==> config.mk <==
export PLATFORM = sky130hd
export DESIGN_NAME = pfa_fifo
export DESIGN_NICKNAME = d
export VERILOG_FILES = /design/src/rtl/core/pfa_fifo.sv
export SDC_FILE = /design/constraint.sdc
export NUM_CORES = 1
export LEC_CHECK = 0
export BUFFER_PORTS_ARGS = -buffer_cell sky130_fd_sc_hd__buf_2
export CAP_MARGIN = 20
export CORE_MARGIN = 3
export CORE_UTILIZATION = 48
export CTS_CLUSTER_DIAMETER = 30
export DETAILED_ROUTE_END_ITERATION = 8
export PLACE_DENSITY_LB_ADDON = 0.08
export SKIP_LAST_GASP = 1
export SYNTH_ARGS = -nofsm -noshare
export SYNTH_HDL_FRONTEND = slang
export SYNTH_SLANG_ARGS = --single-unit
==> constraint.sdc <==
create_clock -name clk -period 2 [get_ports clk]
set_input_delay 0 -clock clk [delete_from_list [all_inputs] [get_ports clk]]
set_output_delay 0 -clock clk [all_outputs]
set_load 0.01 [all_outputs]
==> src/rtl/core/pfa_fifo.sv <==
// Small synchronous FIFO used for the command and result queues.
// No package dependency; width and depth come from parameters.
module pfa_fifo #(
    parameter int WIDTH = 8,
    parameter int DEPTH = 2
) (
    input  logic             clk,
    input  logic             rst_n,
    input  logic             wr_en,
    input  logic [WIDTH-1:0] wr_data,
    output logic             full,
    input  logic             rd_en,
    output logic [WIDTH-1:0] rd_data,
    output logic             empty
);
    localparam int PTR_W = (DEPTH > 1) ? $clog2(DEPTH) : 1;
    localparam int CNT_W = $clog2(DEPTH + 1);

    logic [WIDTH-1:0] store [DEPTH];
    logic [PTR_W-1:0] wr_ptr_reg, wr_ptr_next;
    logic [PTR_W-1:0] rd_ptr_reg, rd_ptr_next;
    logic [CNT_W-1:0] count_reg, count_next;
    logic             do_wr;
    logic             do_rd;

    assign full    = (count_reg == CNT_W'(DEPTH));
    assign empty   = (count_reg == '0);
    assign do_wr   = wr_en && !full;
    assign do_rd   = rd_en && !empty;
    assign rd_data = store[rd_ptr_reg];

    always_comb
    begin
        wr_ptr_next = wr_ptr_reg;
        rd_ptr_next = rd_ptr_reg;
        count_next  = count_reg;
        if (do_wr)
        begin
            wr_ptr_next = (wr_ptr_reg == PTR_W'(DEPTH - 1)) ? '0 : wr_ptr_reg + 1'b1;
        end
        if (do_rd)
        begin
            rd_ptr_next = (rd_ptr_reg == PTR_W'(DEPTH - 1)) ? '0 : rd_ptr_reg + 1'b1;
        end
        if (do_wr && !do_rd)
        begin
            count_next = count_reg + 1'b1;
        end
        else if (do_rd && !do_wr)
        begin
            count_next = count_reg - 1'b1;
        end
    end

    always_ff @(posedge clk or negedge rst_n)
    begin
        if (!rst_n)
        begin
            wr_ptr_reg <= '0;
            rd_ptr_reg <= '0;
            count_reg  <= '0;
        end
        else
        begin
            wr_ptr_reg <= wr_ptr_next;
            rd_ptr_reg <= rd_ptr_next;
            count_reg  <= count_next;
        end
    end

    always_ff @(posedge clk)
    begin
        if (do_wr)
        begin
            store[wr_ptr_reg] <= wr_data;
        end
    end

endmodule

After elaboration in Yosys (flattened, before gate mapping)

Memories as Yosys holds them, arrays and structs flattened.
Index checks and enable logic that the tools add are counted.

Flip-flop bits (word level): 4
Memory bits (writable): 16
Output and inout bits: 10
Memories: 1

Multiplexer cells: 6
Add/subtract/negate cells: 4
Equality and inequality tests: 1
Reduce and logical (&&, ||, !) cells: 10

Memories:

| name  | depth | bits a word | rd ports | clocked after memory_dff | write ports | RTL line | text |
|---|---|---|---|---|---|---|---|
| store | 2     | 8           | 1        | 0                        | 1           | 19       | `logic [WIDTH-1:0] store [DEPTH];` |

Operators with widths:

| operator                                          | number |
|---|---|
| logical AND 1 bit                                 | 4 |
| zero test 1 bit                                   | 4 |
| two-way mux 1 bit                                 | 4 |
| two-way mux 2 bit                                 | 2 |
| adder 1 bit (second input constant)               | 2 |
| adder 2 x 1 -> 2 bit (second input constant)      | 1 |
| == test 2 bit (second input constant)             | 1 |
| zero test 2 bit                                   | 1 |
| nonzero test 2 bit                                | 1 |
| subtractor 2 x 1 -> 2 bit (second input constant) | 1 |

Longest topological paths before layout

Depth in word-level cells: 7
Gate-level depth with buffers: 7

Least setup slack after synthesis

No wires, ideal clock.

Path type: register to register
From: reg count_reg[0]
To: mem store[0][0] (enable)
Period minus slack after synthesis: 1392 ps
Setup slack: 608 ps
Data arrival time: 1022 ps
Cell stages (with the launch flop): 4
Buffers on the path: 0
Cells stage by stage: dfrtp_1 -> nand2b_1 -> nand2_2 -> nor2_1

Word-level cells in the longest chain between the ends: 5

Ends and longest elaborated chain:

| item                                    | RTL line | text |
|---|---|---|
| start: declaration                      | 22       | `logic [CNT_W-1:0] count_reg, count_next;` |
| start signal: assignment                | 67       | `count_reg <= count_next;` |
| == test 2 bit                           | 26       | `assign full = (count_reg == CNT_W'(DEPTH));` |
| zero test 1 bit                         | 28       | `assign do_wr = wr_en && !full;` |
| logical AND 1 bit                       | 28       |  |
| two-way mux 1 bit                       | 73       | `if (do_wr)` |
| two-way mux 1 bit (not written as such) | 75       | `store[wr_ptr_reg] <= wr_data;` |
| end: declaration                        | 19       |  |

Every way passes these cells.

Worst setup path in the final report

From: reg count_reg[0]
To: reg count_reg[1]

Word-level cells in the longest chain between the ends: 6
Elaborated cells on any way between the ends: 15
Classes of those cells: 2 x add/sub; 1 x eq/ne; 2 x mux; 10 x reduce/logical

Ends and longest elaborated chain:

| item                                                                            | RTL line |
|---|---|
| == test 2 bit / zero test 2 bit (equally long branches)                         | 26, 27 |
| zero test 1 bit, on equally long branches                                       | 28, 29 |
| logical AND 1 bit, on equally long branches                                     | 28, 29 |
| zero test 1 bit, on equally long branches                                       | 49, 45 |
| logical AND 1 bit, on equally long branches                                     | 49, 45 |
| nonzero test 2 bit (no source line) / two-way mux 2 bit (equally long branches) | -- |

Several ways; a longest one is shown, not always the timed one. The select of a mux whose other input is x is not followed.
A chain may end at the register's enable or synchronous reset.

==> impl_metrics.toml <==
[worst_setup_path]
max_stage_delay_ps = 450
crit_top_cell = "xor2_1"
cpLargestDelayFamily = "flip-flops"
cp_num_buf_inv = 1
crit_slowest_cell = "dfrtp_1"
worstSetupStartpointType = "register"
path_class = "register to register"
worstPathCellList = "nand2b_1 -> nand2_2 -> inv_1 -> ha_1 -> xor2_1 -> nor2_1 -> xor2_1"
worstSetupEndpointType = "register"
arrival_ps = 1720
required_ps = 2230
crit_fanout = 5

[detailed_routing]
drt-total-wl_um = 1200
via_per_inst = 4.90
first_pass_iters = 2
wl_per_cell_um = 12.8
first_iter_violations = 1
antenna_left = 0
vias = 461
drc = 0

[power]
swShare = 0.310
p_int_uw = 928
leakage_uw = 0.000442
p_switching_uw = 416
p_seq_frac = 0.499
vdd_drop_max_mv = 0.869
combPwrFrac = 0.332
powerDensity_nw_per_um2 = 1290
power_frac_clock = 0.169
finalPower_uw = 1340

[sta]
finalHoldViolCount = 0
finalWorstSetupSlack_ps = 507
fmax_ghz = 0.670
rsz0062_at_grt = "false"
finalMaxSlewViolations = 0
max_slew_margin = 0.743
finClkSkew_ps = 0.615
fin_crit_ps = 1490
tightest_slew_ps = 385
holdWs_ps = 25.7
setup_viol = 0
fin_crit_sh = 0.747
finalSetupTns_ps = 0

[clocking]
cts_setup_buffers = 0
cts_num_sinks = 20
cts_tree = "done"
root_buffer = "clkbuf_4"
numCtsBuffers = 3
cts.htree.levels = 1
cts_buffer_depth = 2
insertion_delay_ps = 290
clk_pin_slew_ps = 100

[placement]
place_area_um2 = 908
dpl_worst_slack_ps = 501
place.gp.congestion = 0.662
port_buffers = 21
dp_hpwl_um = 788

[yosys]
synth_nets = 57
synth_warnings = 0
seq_area_frac_synth = 0.742
syn-instance-count = 44
synth_area_per_cell_um2 = 17.8
yosysUniqueCellTypes = 15
synth.cell_area_um2 = 782
synth-seq-cells = 20

[global_routing]
grt_use_total = 0.127
grt-ovfl-total = 0
grt_max_degree = 12
grt_pass1_vias = 450
grt_pass1_wl_um = 1810
antenna_found_initial = 0

[final_layout]
fin_area_um2 = 1040
diodes = 0
n_fill_cell = 99
synthToLayoutAreaGrowth_pct = 33.6
nNetsFinal = 93
largest_reg_flops = 16
drive_gt1_frac = 0.380

[floorplanning]
rows = 13
dieHeight_um = 46.4
start_util = 0.553
core_area_um2 = 1420
io_pins = 22
fp.dieW_um = 46.4
die_area_um2 = 2150

[job]
max-cap-violations = 0

[worst_hold_path]
hold_path_class = "input port to async pin"

[run_status]
outcome = "finished, final reports clean"
-- layer usage --
layer | part of all wire | up-vias | global-route usage | wire [um]
met5 | 0 | - | 0 | 0
li1 | - | 226 | - | -
met1 | 0.42 | 215 | 0.127 | 499
met3 | 0.064 | 4 | 0.0352 | 77
met2 | 0.50 | 16 | 0.223 | 598
met4 | 0.022 | 0 | 0.0852 | 26
-- cell families after synthesis --
kind of cell | after synthesis | synth area share
xor+xnor | 5 | 0.0656
simple gates | 6 | 0.0384
buf+inv | 3 | 0.0160
fa+ha+maj | 1 | 0.0160
mux | 8 | 0.115
compound gates | 1 | 0.00639
flops | 20 | 0.742
-- cell usage after synthesis --
cell type	instances	area share
o21ai_1	1	0.0064
nand2b_1	1	0.0080
nand2_2	1	0.0080
mux2_1	6	0.086
ha_1	1	0.016
nor2_1	3	0.014
xnor2_2	1	0.021
dfrtp_1	4	0.13
inv_1	2	0.0096
edfxtp_1	16	0.61
mux2_2	2	0.029
and3_1	1	0.0080
buf_2	1	0.0064
xor2_1	2	0.022
xnor2_1	2	0.022
-- layout make-up --
type | count | area, um2 | area share
Sequential cell | 20 | 581 | 0.556
Timing Repair Buffer | 32 | 213 | 0.204
Multi-Input combinational cell | 21 | 189 | 0.181
Clock buffer | 4 | 36.3 | 0.0347
Tap cell | 15 | 18.8 | 0.0180
Inverter | 2 | 7.51 | 0.00719
-- cells in the final DEF (no fill, tap or decap), types with 2 or more instances in the layout --
cell | netlist | final
inv_1 | 2 | 2
mux2_2 | 2 | 2
mux2_1 | 6 | 6
edfxtp_1 | 16 | 16
clkbuf_4 | 0 | 3
xnor2_1 | 2 | 2
nor2_1 | 3 | 3
dfrtp_1 | 4 | 4
xor2_1 | 2 | 2
dlygate4sd3_1 | 0 | 10
buf_2 | 1 | 21
-- power by group through the flow --
stage | clock network (uW) | logic, uW | registers [uW]
3_3_place_gp | 0 | 433 | 677
6_report | 228 | 446 | 670
2_1_floorplan | 0 | 329 | 634
5_1_grt | 250 | 491 | 687
4_1_cts | 236 | 455 | 672
3_5_place_dp | 0 | 439 | 680
-- worst paths after layout --
| check | start | end | slack, ps | cells after the start |
|---|---|---|---|---|
| min in group clk | rd_en | rd_ptr_reg | 30 | 3 |
| max in group asynchronous | rst_n | rd_ptr_reg | 1860 | 2 |
| min | rst_n | count_reg[1] | 30 | 2 |
| min reg2reg | wr_ptr_reg | wr_ptr_reg | 530 | 1 |
| max reg2reg | count_reg[0] | count_reg[1] | 510 | 7 |
| max | count_reg[0] | count_reg[1] | 510 | 7 |
-- through the flow --
stage	instances	util
4_1_cts	94	0.738
3_3_place_gp	80	0.642
6_report	94	0.738
2_1_floorplan	44	-
3_5_place_dp	80	0.642
5_1_grt	94	0.738
-- what timing repair did --
action / 4_1_cts / 5_1_grt
hold buffers: 10 / 0
gates resized for setup: 0 / 0
hold endpoints to repair: 21 / 0
No activity file was read; power rests on OpenSTA's default activity.
