$ cat src/rtl/core/pfa_pkg.sv
// Shared types and constants of the page frame allocator.
// No dependencies; imported by every module of the block except pfa_fifo.
package pfa_pkg;

    localparam int ACT_W     = 2;
    localparam int PAGE_W    = 14;
    localparam int STAT_W    = 2;
    localparam int CFG_W     = 15;
    localparam int CFG_IDX_W = 1;
    localparam int REF_W     = 8;

    // Depth of the link and count memories; the page fields are sized to match.
    localparam int MAX_PAGES = 16384;

    // Low memory ends at 640 KiB; the trampoline sits at 32 KiB; 4 KiB pages.
    localparam int PAGE_SHIFT      = 12;
    localparam int LOW_MEM_BYTES   = 32'h000A_0000;
    localparam int TRAMP_BYTES     = 32'h0000_8000;
    localparam int LOW_MEM_PAGES   = LOW_MEM_BYTES >> PAGE_SHIFT;
    localparam int TRAMPOLINE_PAGE = TRAMP_BYTES >> PAGE_SHIFT;

    localparam logic [ACT_W-1:0] ACT_INIT  = 2'd0;
    localparam logic [ACT_W-1:0] ACT_ALLOC = 2'd1;
    localparam logic [ACT_W-1:0] ACT_FREE  = 2'd2;

    localparam logic [STAT_W-1:0] ST_OK    = 2'd0;
    localparam logic [STAT_W-1:0] ST_EMPTY = 2'd1;
    localparam logic [STAT_W-1:0] ST_UNREF = 2'd2;

    localparam logic [CFG_IDX_W-1:0] CFG_TOTAL_PAGES = 1'd0;
    localparam logic [CFG_IDX_W-1:0] CFG_KERNEL_END  = 1'd1;

    localparam logic [CFG_W-1:0] TOTAL_PAGES_RST = 15'd16384;
    localparam logic [CFG_W-1:0] KERNEL_END_RST  = 15'd1024;

    typedef struct packed {
        logic [ACT_W-1:0]  action;
        logic [PAGE_W-1:0] page_index;
    } in_item_t;

    typedef struct packed {
        logic [PAGE_W-1:0] result_page;
        logic [STAT_W-1:0] status;
        logic              became_free;
    } out_item_t;

    typedef enum logic [2:0] {
        CMD_NOP      = 3'd0,
        CMD_INIT     = 3'd1,
        CMD_ALLOC    = 3'd2,
        CMD_FREE     = 3'd3,
        CMD_BAD_FREE = 3'd4
    } cmd_kind_t;

    typedef struct packed {
        cmd_kind_t         kind;
        logic [PAGE_W-1:0] page_index;
    } cmd_t;

endpackage

$ cat src/rtl/core/pfa_fifo.sv
// Small synchronous FIFO used for the command and result queues.
// No package dependency; width and depth come from parameters.
module pfa_fifo #(
    parameter int WIDTH = 8,
    parameter int DEPTH = 2
) (
    input  logic             clk,
    input  logic             rst_n,
    input  logic             wr_en,
    input  logic [WIDTH-1:0] wr_data,
    output logic             full,
    input  logic             rd_en,
    output logic [WIDTH-1:0] rd_data,
    output logic             empty
);
    localparam int PTR_W = (DEPTH > 1) ? $clog2(DEPTH) : 1;
    localparam int CNT_W = $clog2(DEPTH + 1);

    logic [WIDTH-1:0] store [DEPTH];
    logic [PTR_W-1:0] wr_ptr_reg, wr_ptr_next;
    logic [PTR_W-1:0] rd_ptr_reg, rd_ptr_next;
    logic [CNT_W-1:0] count_reg, count_next;
    logic             do_wr;
    logic             do_rd;

    assign full    = (count_reg == CNT_W'(DEPTH));
    assign empty   = (count_reg == '0);
    assign do_wr   = wr_en && !full;
    assign do_rd   = rd_en && !empty;
    assign rd_data = store[rd_ptr_reg];

    always_comb
    begin
        wr_ptr_next = wr_ptr_reg;
        rd_ptr_next = rd_ptr_reg;
        count_next  = count_reg;
        if (do_wr)
        begin
            wr_ptr_next = (wr_ptr_reg == PTR_W'(DEPTH - 1)) ? '0 : wr_ptr_reg + 1'b1;
        end
        if (do_rd)
        begin
            rd_ptr_next = (rd_ptr_reg == PTR_W'(DEPTH - 1)) ? '0 : rd_ptr_reg + 1'b1;
        end
        if (do_wr && !do_rd)
        begin
            count_next = count_reg + 1'b1;
        end
        else if (do_rd && !do_wr)
        begin
            count_next = count_reg - 1'b1;
        end
    end

    always_ff @(posedge clk or negedge rst_n)
    begin
        if (!rst_n)
        begin
            wr_ptr_reg <= '0;
            rd_ptr_reg <= '0;
            count_reg  <= '0;
        end
        else
        begin
            wr_ptr_reg <= wr_ptr_next;
            rd_ptr_reg <= rd_ptr_next;
            count_reg  <= count_next;
        end
    end

    always_ff @(posedge clk)
    begin
        if (do_wr)
        begin
            store[wr_ptr_reg] <= wr_data;
        end
    end

endmodule

$ cat src/rtl/core/pfa_front.sv
// Front end: accepts request transactions, classifies them and queues commands.
// Depends on pfa_pkg and pfa_fifo.
module pfa_front (
    input  logic                        clk,
    input  logic                        rst_n,
    input  logic                        push,
    output logic                        full,
    input  pfa_pkg::in_item_t           in_item,
    input  logic [pfa_pkg::CFG_W-1:0]   total_pages,
    input  logic                        cmd_pop,
    output logic                        cmd_valid,
    output pfa_pkg::cmd_t               cmd
);
    import pfa_pkg::*;

    localparam int PW = $clog2(MAX_PAGES);
    localparam int CW = (PW + 1 > CFG_W) ? PW + 1 : CFG_W;

    logic [CW-1:0]       lim;
    logic                in_range;
    cmd_t                cmd_in;
    logic                cmd_empty;
    logic [$bits(cmd_t)-1:0] cmd_raw;

    // Only pages below the smaller of total_pages and the memory depth exist.
    assign lim      = (CW'(total_pages) < CW'(MAX_PAGES)) ? CW'(total_pages) : CW'(MAX_PAGES);
    assign in_range = CW'(in_item.page_index) < lim;

    always_comb
    begin
        cmd_in.page_index = in_item.page_index;
        case (in_item.action)
            ACT_INIT:  cmd_in.kind = CMD_INIT;
            ACT_ALLOC: cmd_in.kind = CMD_ALLOC;
            ACT_FREE:  cmd_in.kind = in_range ? CMD_FREE : CMD_BAD_FREE;
            default:   cmd_in.kind = CMD_NOP;
        endcase
    end

    pfa_fifo #(
        .WIDTH ($bits(cmd_t)),
        .DEPTH (2)
    ) u_cmd_q (
        .clk     (clk),
        .rst_n   (rst_n),
        .wr_en   (push),
        .wr_data (cmd_in),
        .full    (full),
        .rd_en   (cmd_pop),
        .rd_data (cmd_raw),
        .empty   (cmd_empty)
    );

    assign cmd_valid = !cmd_empty;
    assign cmd       = cmd_t'(cmd_raw);

endmodule

$ cat config.mk
export PLATFORM = sky130hd
export DESIGN_NAME = pfa_front
export DESIGN_NICKNAME = d
export VERILOG_FILES = /design/src/rtl/core/pfa_pkg.sv /design/src/rtl/core/pfa_fifo.sv /design/src/rtl/core/pfa_front.sv
export SDC_FILE = /design/constraint.sdc
export NUM_CORES = 1
export LEC_CHECK = 0
export BUFFER_PORTS_ARGS = -buffer_cell sky130_fd_sc_hd__buf_2
export CAP_MARGIN = 20
export CORE_MARGIN = 5
export CORE_UTILIZATION = 45
export CTS_CLUSTER_SIZE = 40
export DETAILED_ROUTE_END_ITERATION = 12
export GPL_TIMING_DRIVEN = 0
export PLACE_DENSITY_LB_ADDON = 0.05
export SLEW_MARGIN = 40
export SYNTH_ARGS = -nofsm -noshare
export SYNTH_HDL_FRONTEND = slang
export SYNTH_HIERARCHICAL = 1
export SYNTH_SLANG_ARGS = --single-unit
$ cat constraint.sdc
create_clock -name clk -period 2.1 [get_ports clk]
set_clock_uncertainty 0.2 [all_clocks]
set_input_delay 0.21 -clock clk [delete_from_list [all_inputs] [get_ports clk]]
set_output_delay 0.21 -clock clk [all_outputs]
set_load 0.03 [all_outputs]
Word-level counts from Yosys, hierarchy flattened
Memories as Yosys holds them, arrays and structs flattened.
Index checks and enable logic that the tools add are counted.
W data, S select, Z words.
{"block": "totals", "reg_bits": 4, "ramBits": 34, "in_bits": 35, "memories": 1}
{"block": "classes", "n_addsub": 4, "magnitude_cmp": 2, "eq_ne": 3, "mux": 9, "reduce_logical": 11}
{"name": "u_cmd_q.store", "words": 2, "width": 17, "rd": 1, "rd_ports_with_merged_regs": 0, "write_ports": 1, "line_no": "pfa_fifo.sv:19", "rtl": "logic [WIDTH-1:0] store [DEPTH];"}
{"cell": "$lt A14 B15 Y1", "count": 1}
{"cell": "$lt A15 B15 Y1 const B", "count": 1}
{"cell": "$mux W15", "count": 1}
{"cell": "$pmux W3 S3", "count": 1}
{"cell": "$eq A2 B2 Y1 const B", "count": 2}
{"cell": "$logic_and A1 B1 Y1", "count": 4}
{"cell": "$logic_not A1 Y1", "count": 4}
{"cell": "$logic_not A2 Y1", "count": 2}
{"cell": "$mux W1", "count": 4}
{"cell": "$mux W2", "count": 2}
{"cell": "$mux W3", "count": 1}
{"cell": "$add A1 B1 Y1 const B", "count": 2}
{"cell": "$add A2 B1 Y2 const B", "count": 1}
{"cell": "$eq A2 B1 Y1 const B", "count": 1}
{"cell": "$reduce_bool A2 Y1", "count": 1}
{"cell": "$sub A2 B1 Y2 const B", "count": 1}

Depth between registers and ports, before layout
{"block": "logic_depth", "ltp_word": 7, "mapped_depth": 7}

Hierarchy
The synthesis kept the hierarchy.
{"mod": "pfa_fifo", "n_inst": 1, "cells_each": 72, "area_per_inst_um2": 1473.9}
{"mod": "pfa_front", "n_inst": 1, "cells_each": 58, "area_per_inst_um2": 457.9}

Least setup slack after synthesis
Ideal clock, no wire load.
{"block": "synth_path", "path_kind": "register to register", "start": "register u_cmd_q.count_reg[0]", "end": "memory u_cmd_q/store[0][0] in the netlist's numbering, enable pin", "t_arrival_ns": 1.386, "required_time_ns": 1.510, "setup_slack_ns": 0.124, "path_stages_with_launch": 4, "period_less_slack_ns": 1.976, "path_cell_list": "dfrtp_1 > nand2b_1 > nand2_1 > nor2_1"}
{"block": "synth_via", "elab_chain_cells": 5}
{"element": "from (decl)", "line_no": "pfa_fifo.sv:22", "rtl": "logic [CNT_W-1:0] count_reg, count_next;"}
{"element": "from (signal assigned)", "line_no": "pfa_fifo.sv:67", "rtl": "count_reg <= count_next;"}
{"element": "$eq A2 B2 Y1", "line_no": "pfa_fifo.sv:26", "rtl": "assign full = (count_reg == CNT_W'(DEPTH));"}
{"element": "$logic_not A1 Y1", "line_no": "pfa_fifo.sv:28", "rtl": "assign do_wr = wr_en && !full;"}
{"element": "$logic_and A1 B1 Y1", "line_no": "pfa_fifo.sv:28"}
{"element": "$mux W1", "line_no": "pfa_fifo.sv:73", "rtl": "if (do_wr)"}
{"element": "$mux W1 (not written as such)", "line_no": "pfa_fifo.sv:75", "rtl": "store[wr_ptr_reg] <= wr_data;"}
{"element": "to (decl)", "line_no": "pfa_fifo.sv:19"}
Every way passes these cells.

==> impl_metrics.yaml <==
outcome:
  run_status: "completed"
yosys:
  syn_area_per_cell_um2: 14.9
  synth_fp_nets: 179
  syn_inst: 130
  synth_area_um2: 1930
  ys_warn_count: 6
  ys_seq_area_frac: 0.580
  synth_cell_types: 33
  synth_seq_cells: 38
route:
  vias: 1312
  drt_iter0_markers: 39
  dr.pass1.iters: 4
  wire_per_inst_um: 15.6
  wl_um: 3980
  vias_per_cell: 5.15
  drc_errors: 0
  antenna_left: 0
sta:
  period_minus_slack_ns: 2.07
  post-route-period-util: 0.986
  worst_pin_slew_ns: 0.539
  tns_ns: 0
  whs_ns: 0.0476
  hold_violations: 0
  setup_viol: 0
  clock.fmax_mhz: 483
  rsz0062_at_grt: "true"
  drv_slew: 0
  timing.slew.headroom: 0.640
  setup_ws_ns: 0.0290
clock_network:
  root_buffer: "clkbuf_8"
  clkLatencyLatePin_ns: 0.28
  cts_max_path_buffers: 2
  post_cts_buffers: 0
  htree_levels: 2
  cts_buffers: 5
  clk_pin_slew_ns: 0.07
  cts_tree: "built"
  cts_sinks: 38
floorplanning:
  core-area_um2: 4090
  initial_core_util: 0.473
  ios: 54
  fp.dieW_um: 75.5
  rows: 23
  die_area_um2: 5700
  dieHeight_um: 75.5
flow_run:
  maxCapViolations: 0
global_routing:
  grt_use_total: 0.151
  grt_pass1_vias: 1450
  grt-ovfl-total: 0
  grt_start_max_net_pins: 18
  antenna_found_initial: 0
  grt_pass1_wl_um: 6320
worst_setup_path:
  crit_family: "buffers and inverters"
  start_kind: "input port"
  arrival_ns: 1.90
  path_depth: 7
  max_stage_delay_ns: 0.54
  end_kind: "flip-flop"
  crit_slowest_cell: "dlygate4sd3_1"
  r2r_cells: 7
  worstPathRequired_ns: 1.93
  path_cells: "dlygate4sd3_1 > buf_2 > ha_1 > nand4_1 > nor2_2 > a32o_2 > o21a_1"
  path_class: "input port to flip-flop"
  crit_fanout: 3
  crit_buf_inv: 2
power_and_ir_drop:
  p_per_area_nw_per_um2: 1120
  leakage_nw: 1.06
  ir_worst_vdd_mv: 0.472
finish:
  final_util: 0.627
  diodes: 0
  nNetsFinal: 254
  largest_reg_flops: 34
  area.growth.synth_to_final_pct: 32.6
  n_fill_cell: 336
  drive_above_1_share: 0.449
  final_area_um2: 2560
placed_design:
  place_congestion: 0.811
  io_buffers: 53
  placed_area_um2: 2270
  dp_hpwl_um: 2920
  dp_slack_ns: -0.176
hold_path:
  hold_class: "input port to async pin"
## worst reg2reg max path, delay by kind of cell, from the launching register on
family | cells | cell delay [ns]
xor gates and xnor gates | 2 | 0.31
adders and majority gates | 1 | 0.21
buffers and inverters | 1 | 0.07
DFF | 1 | 0.43
and+or+nand+nor | 3 | 0.49
## layout make-up
cell class | instances | area [um^2] | area share
multi-input cells | 82 | 825 | 0.322
plain buffers | 3 | 36.3 | 0.0142
repair buffers | 68 | 415 | 0.162
inverters | 7 | 26.3 | 0.0103
clock buffers | 7 | 76.3 | 0.0298
well taps | 50 | 62.6 | 0.0244
flip-flops and latches | 38 | 1120 | 0.438
## timing repair
item / 4_1_cts / 5_1_grt
gates resized for setup: 0 / 10
endpoints found under the hold margin: 32 / 0
hold buffers: 15 / 0
setup endpoints to repair: 0 / 6
## metal layers
metal / up-vias / track usage / part of all wire / wire length (um)
met5: - / 0 / 0 / 0
met4: 0 / 0.0291 / 0 / 0
met3: 0 / 0.0541 / 0.074 / 293
met2: 38 / 0.280 / 0.54 / 2140
met1: 634 / 0.168 / 0.39 / 1540
li1: 640 / - / - / -
## cells by family (layout without fill, tap and decap cells)
family | count (synthesis) | in the layout | share of synthesized area
muxes | 17 | 17 | 0.117
adders and majority gates | 14 | 14 | 0.0907
buffers and inverters | 10 | 85 | 0.0324
and+or+nand+nor | 31 | 31 | 0.103
AOI/OAI and AO/OA | 15 | 15 | 0.0544
DFF | 38 | 38 | 0.580
xor gates and xnor gates | 5 | 5 | 0.0227
## worst paths after layout
| kind | to | from | slack (ns) |
|---|---|---|---|
| min | u_cmd_q/rd_ptr_reg$_DFFE_PN0P_ | rst_n | 0.05 |
| max | u_cmd_q/store[1][16]$_DFFE_PP_ | in_item[7] | 0.03 |
| min in group clk | u_cmd_q/store[1][14]$_DFFE_PP_ | in_item[14] | 0.05 |
| min reg2reg | u_cmd_q/count_reg[1]$_DFFE_PN0P_ | u_cmd_q/count_reg[1]$_DFFE_PN0P_ | 0.33 |
| max in group asynchronous | u_cmd_q/wr_ptr_reg$_DFFE_PN0P_ | rst_n | 1.53 |
| max reg2reg | u_cmd_q/count_reg[1]$_DFFE_PN0P_ | u_cmd_q/count_reg[0]$_DFFE_PN0P_ | 0.31 |
## per-stage QoR
stage,power (W),std cells
finish,0.00288,255
global route,0.00304,255
CTS,0.00291,255
detailed placement,0.00243,233
floorplan,0.00208,130
global placement,0.00237,233
## where the power goes
| part | switching (W) | total, W | internal (W) |
|---|---|---|---|
| clock | 0.000229 | 0.000457 | 0.000228 |
| sequential | 0.0000762 | 0.00112 | 0.00105 |
| combinational | 0.000766 | 0.00130 | 0.000535 |
## placed cells by master (no fill, tap or decap), drive strengths merged, types with 2 or more instances in the layout
cell / count
dlygate4sd3: 15
xor2: 2
o21ai: 3
mux2: 17
dfrtp: 4
ha: 14
clkbuf: 7
edfxtp: 34
nand4: 3
nand2b: 14
buf: 56
nor3: 2
a21oi: 4
nand2: 2
nor2: 5
xnor2: 3
inv: 7
## synth_stat cells, drive strengths merged
master | number | area (um^2)
nor2 | 5 | 18.8
nand2 | 2 | 7.51
mux2 | 17 | 225
nand4b | 1 | 23.8
nor3 | 2 | 10.0
a211o | 1 | 8.76
nor4 | 1 | 6.26
o21ai | 3 | 15.0
nand3 | 1 | 5.00
a22o | 1 | 8.76
edfxtp | 34 | 1020
a211oi | 1 | 7.51
xor2 | 2 | 17.5
dfrtp | 4 | 100
a21oi | 4 | 23.8
o21a | 1 | 7.51
ha | 14 | 175
nand2b | 14 | 87.6
o21bai | 1 | 7.51
and3 | 1 | 6.26
xnor2 | 3 | 26.3
buf | 3 | 36.3
o22ai | 1 | 6.26
o32a | 1 | 10.0
nor4b | 1 | 15.0
nand4 | 3 | 18.8
inv | 7 | 26.3
a32o | 1 | 10.0
No activity file was read; power rests on OpenSTA's default activity.
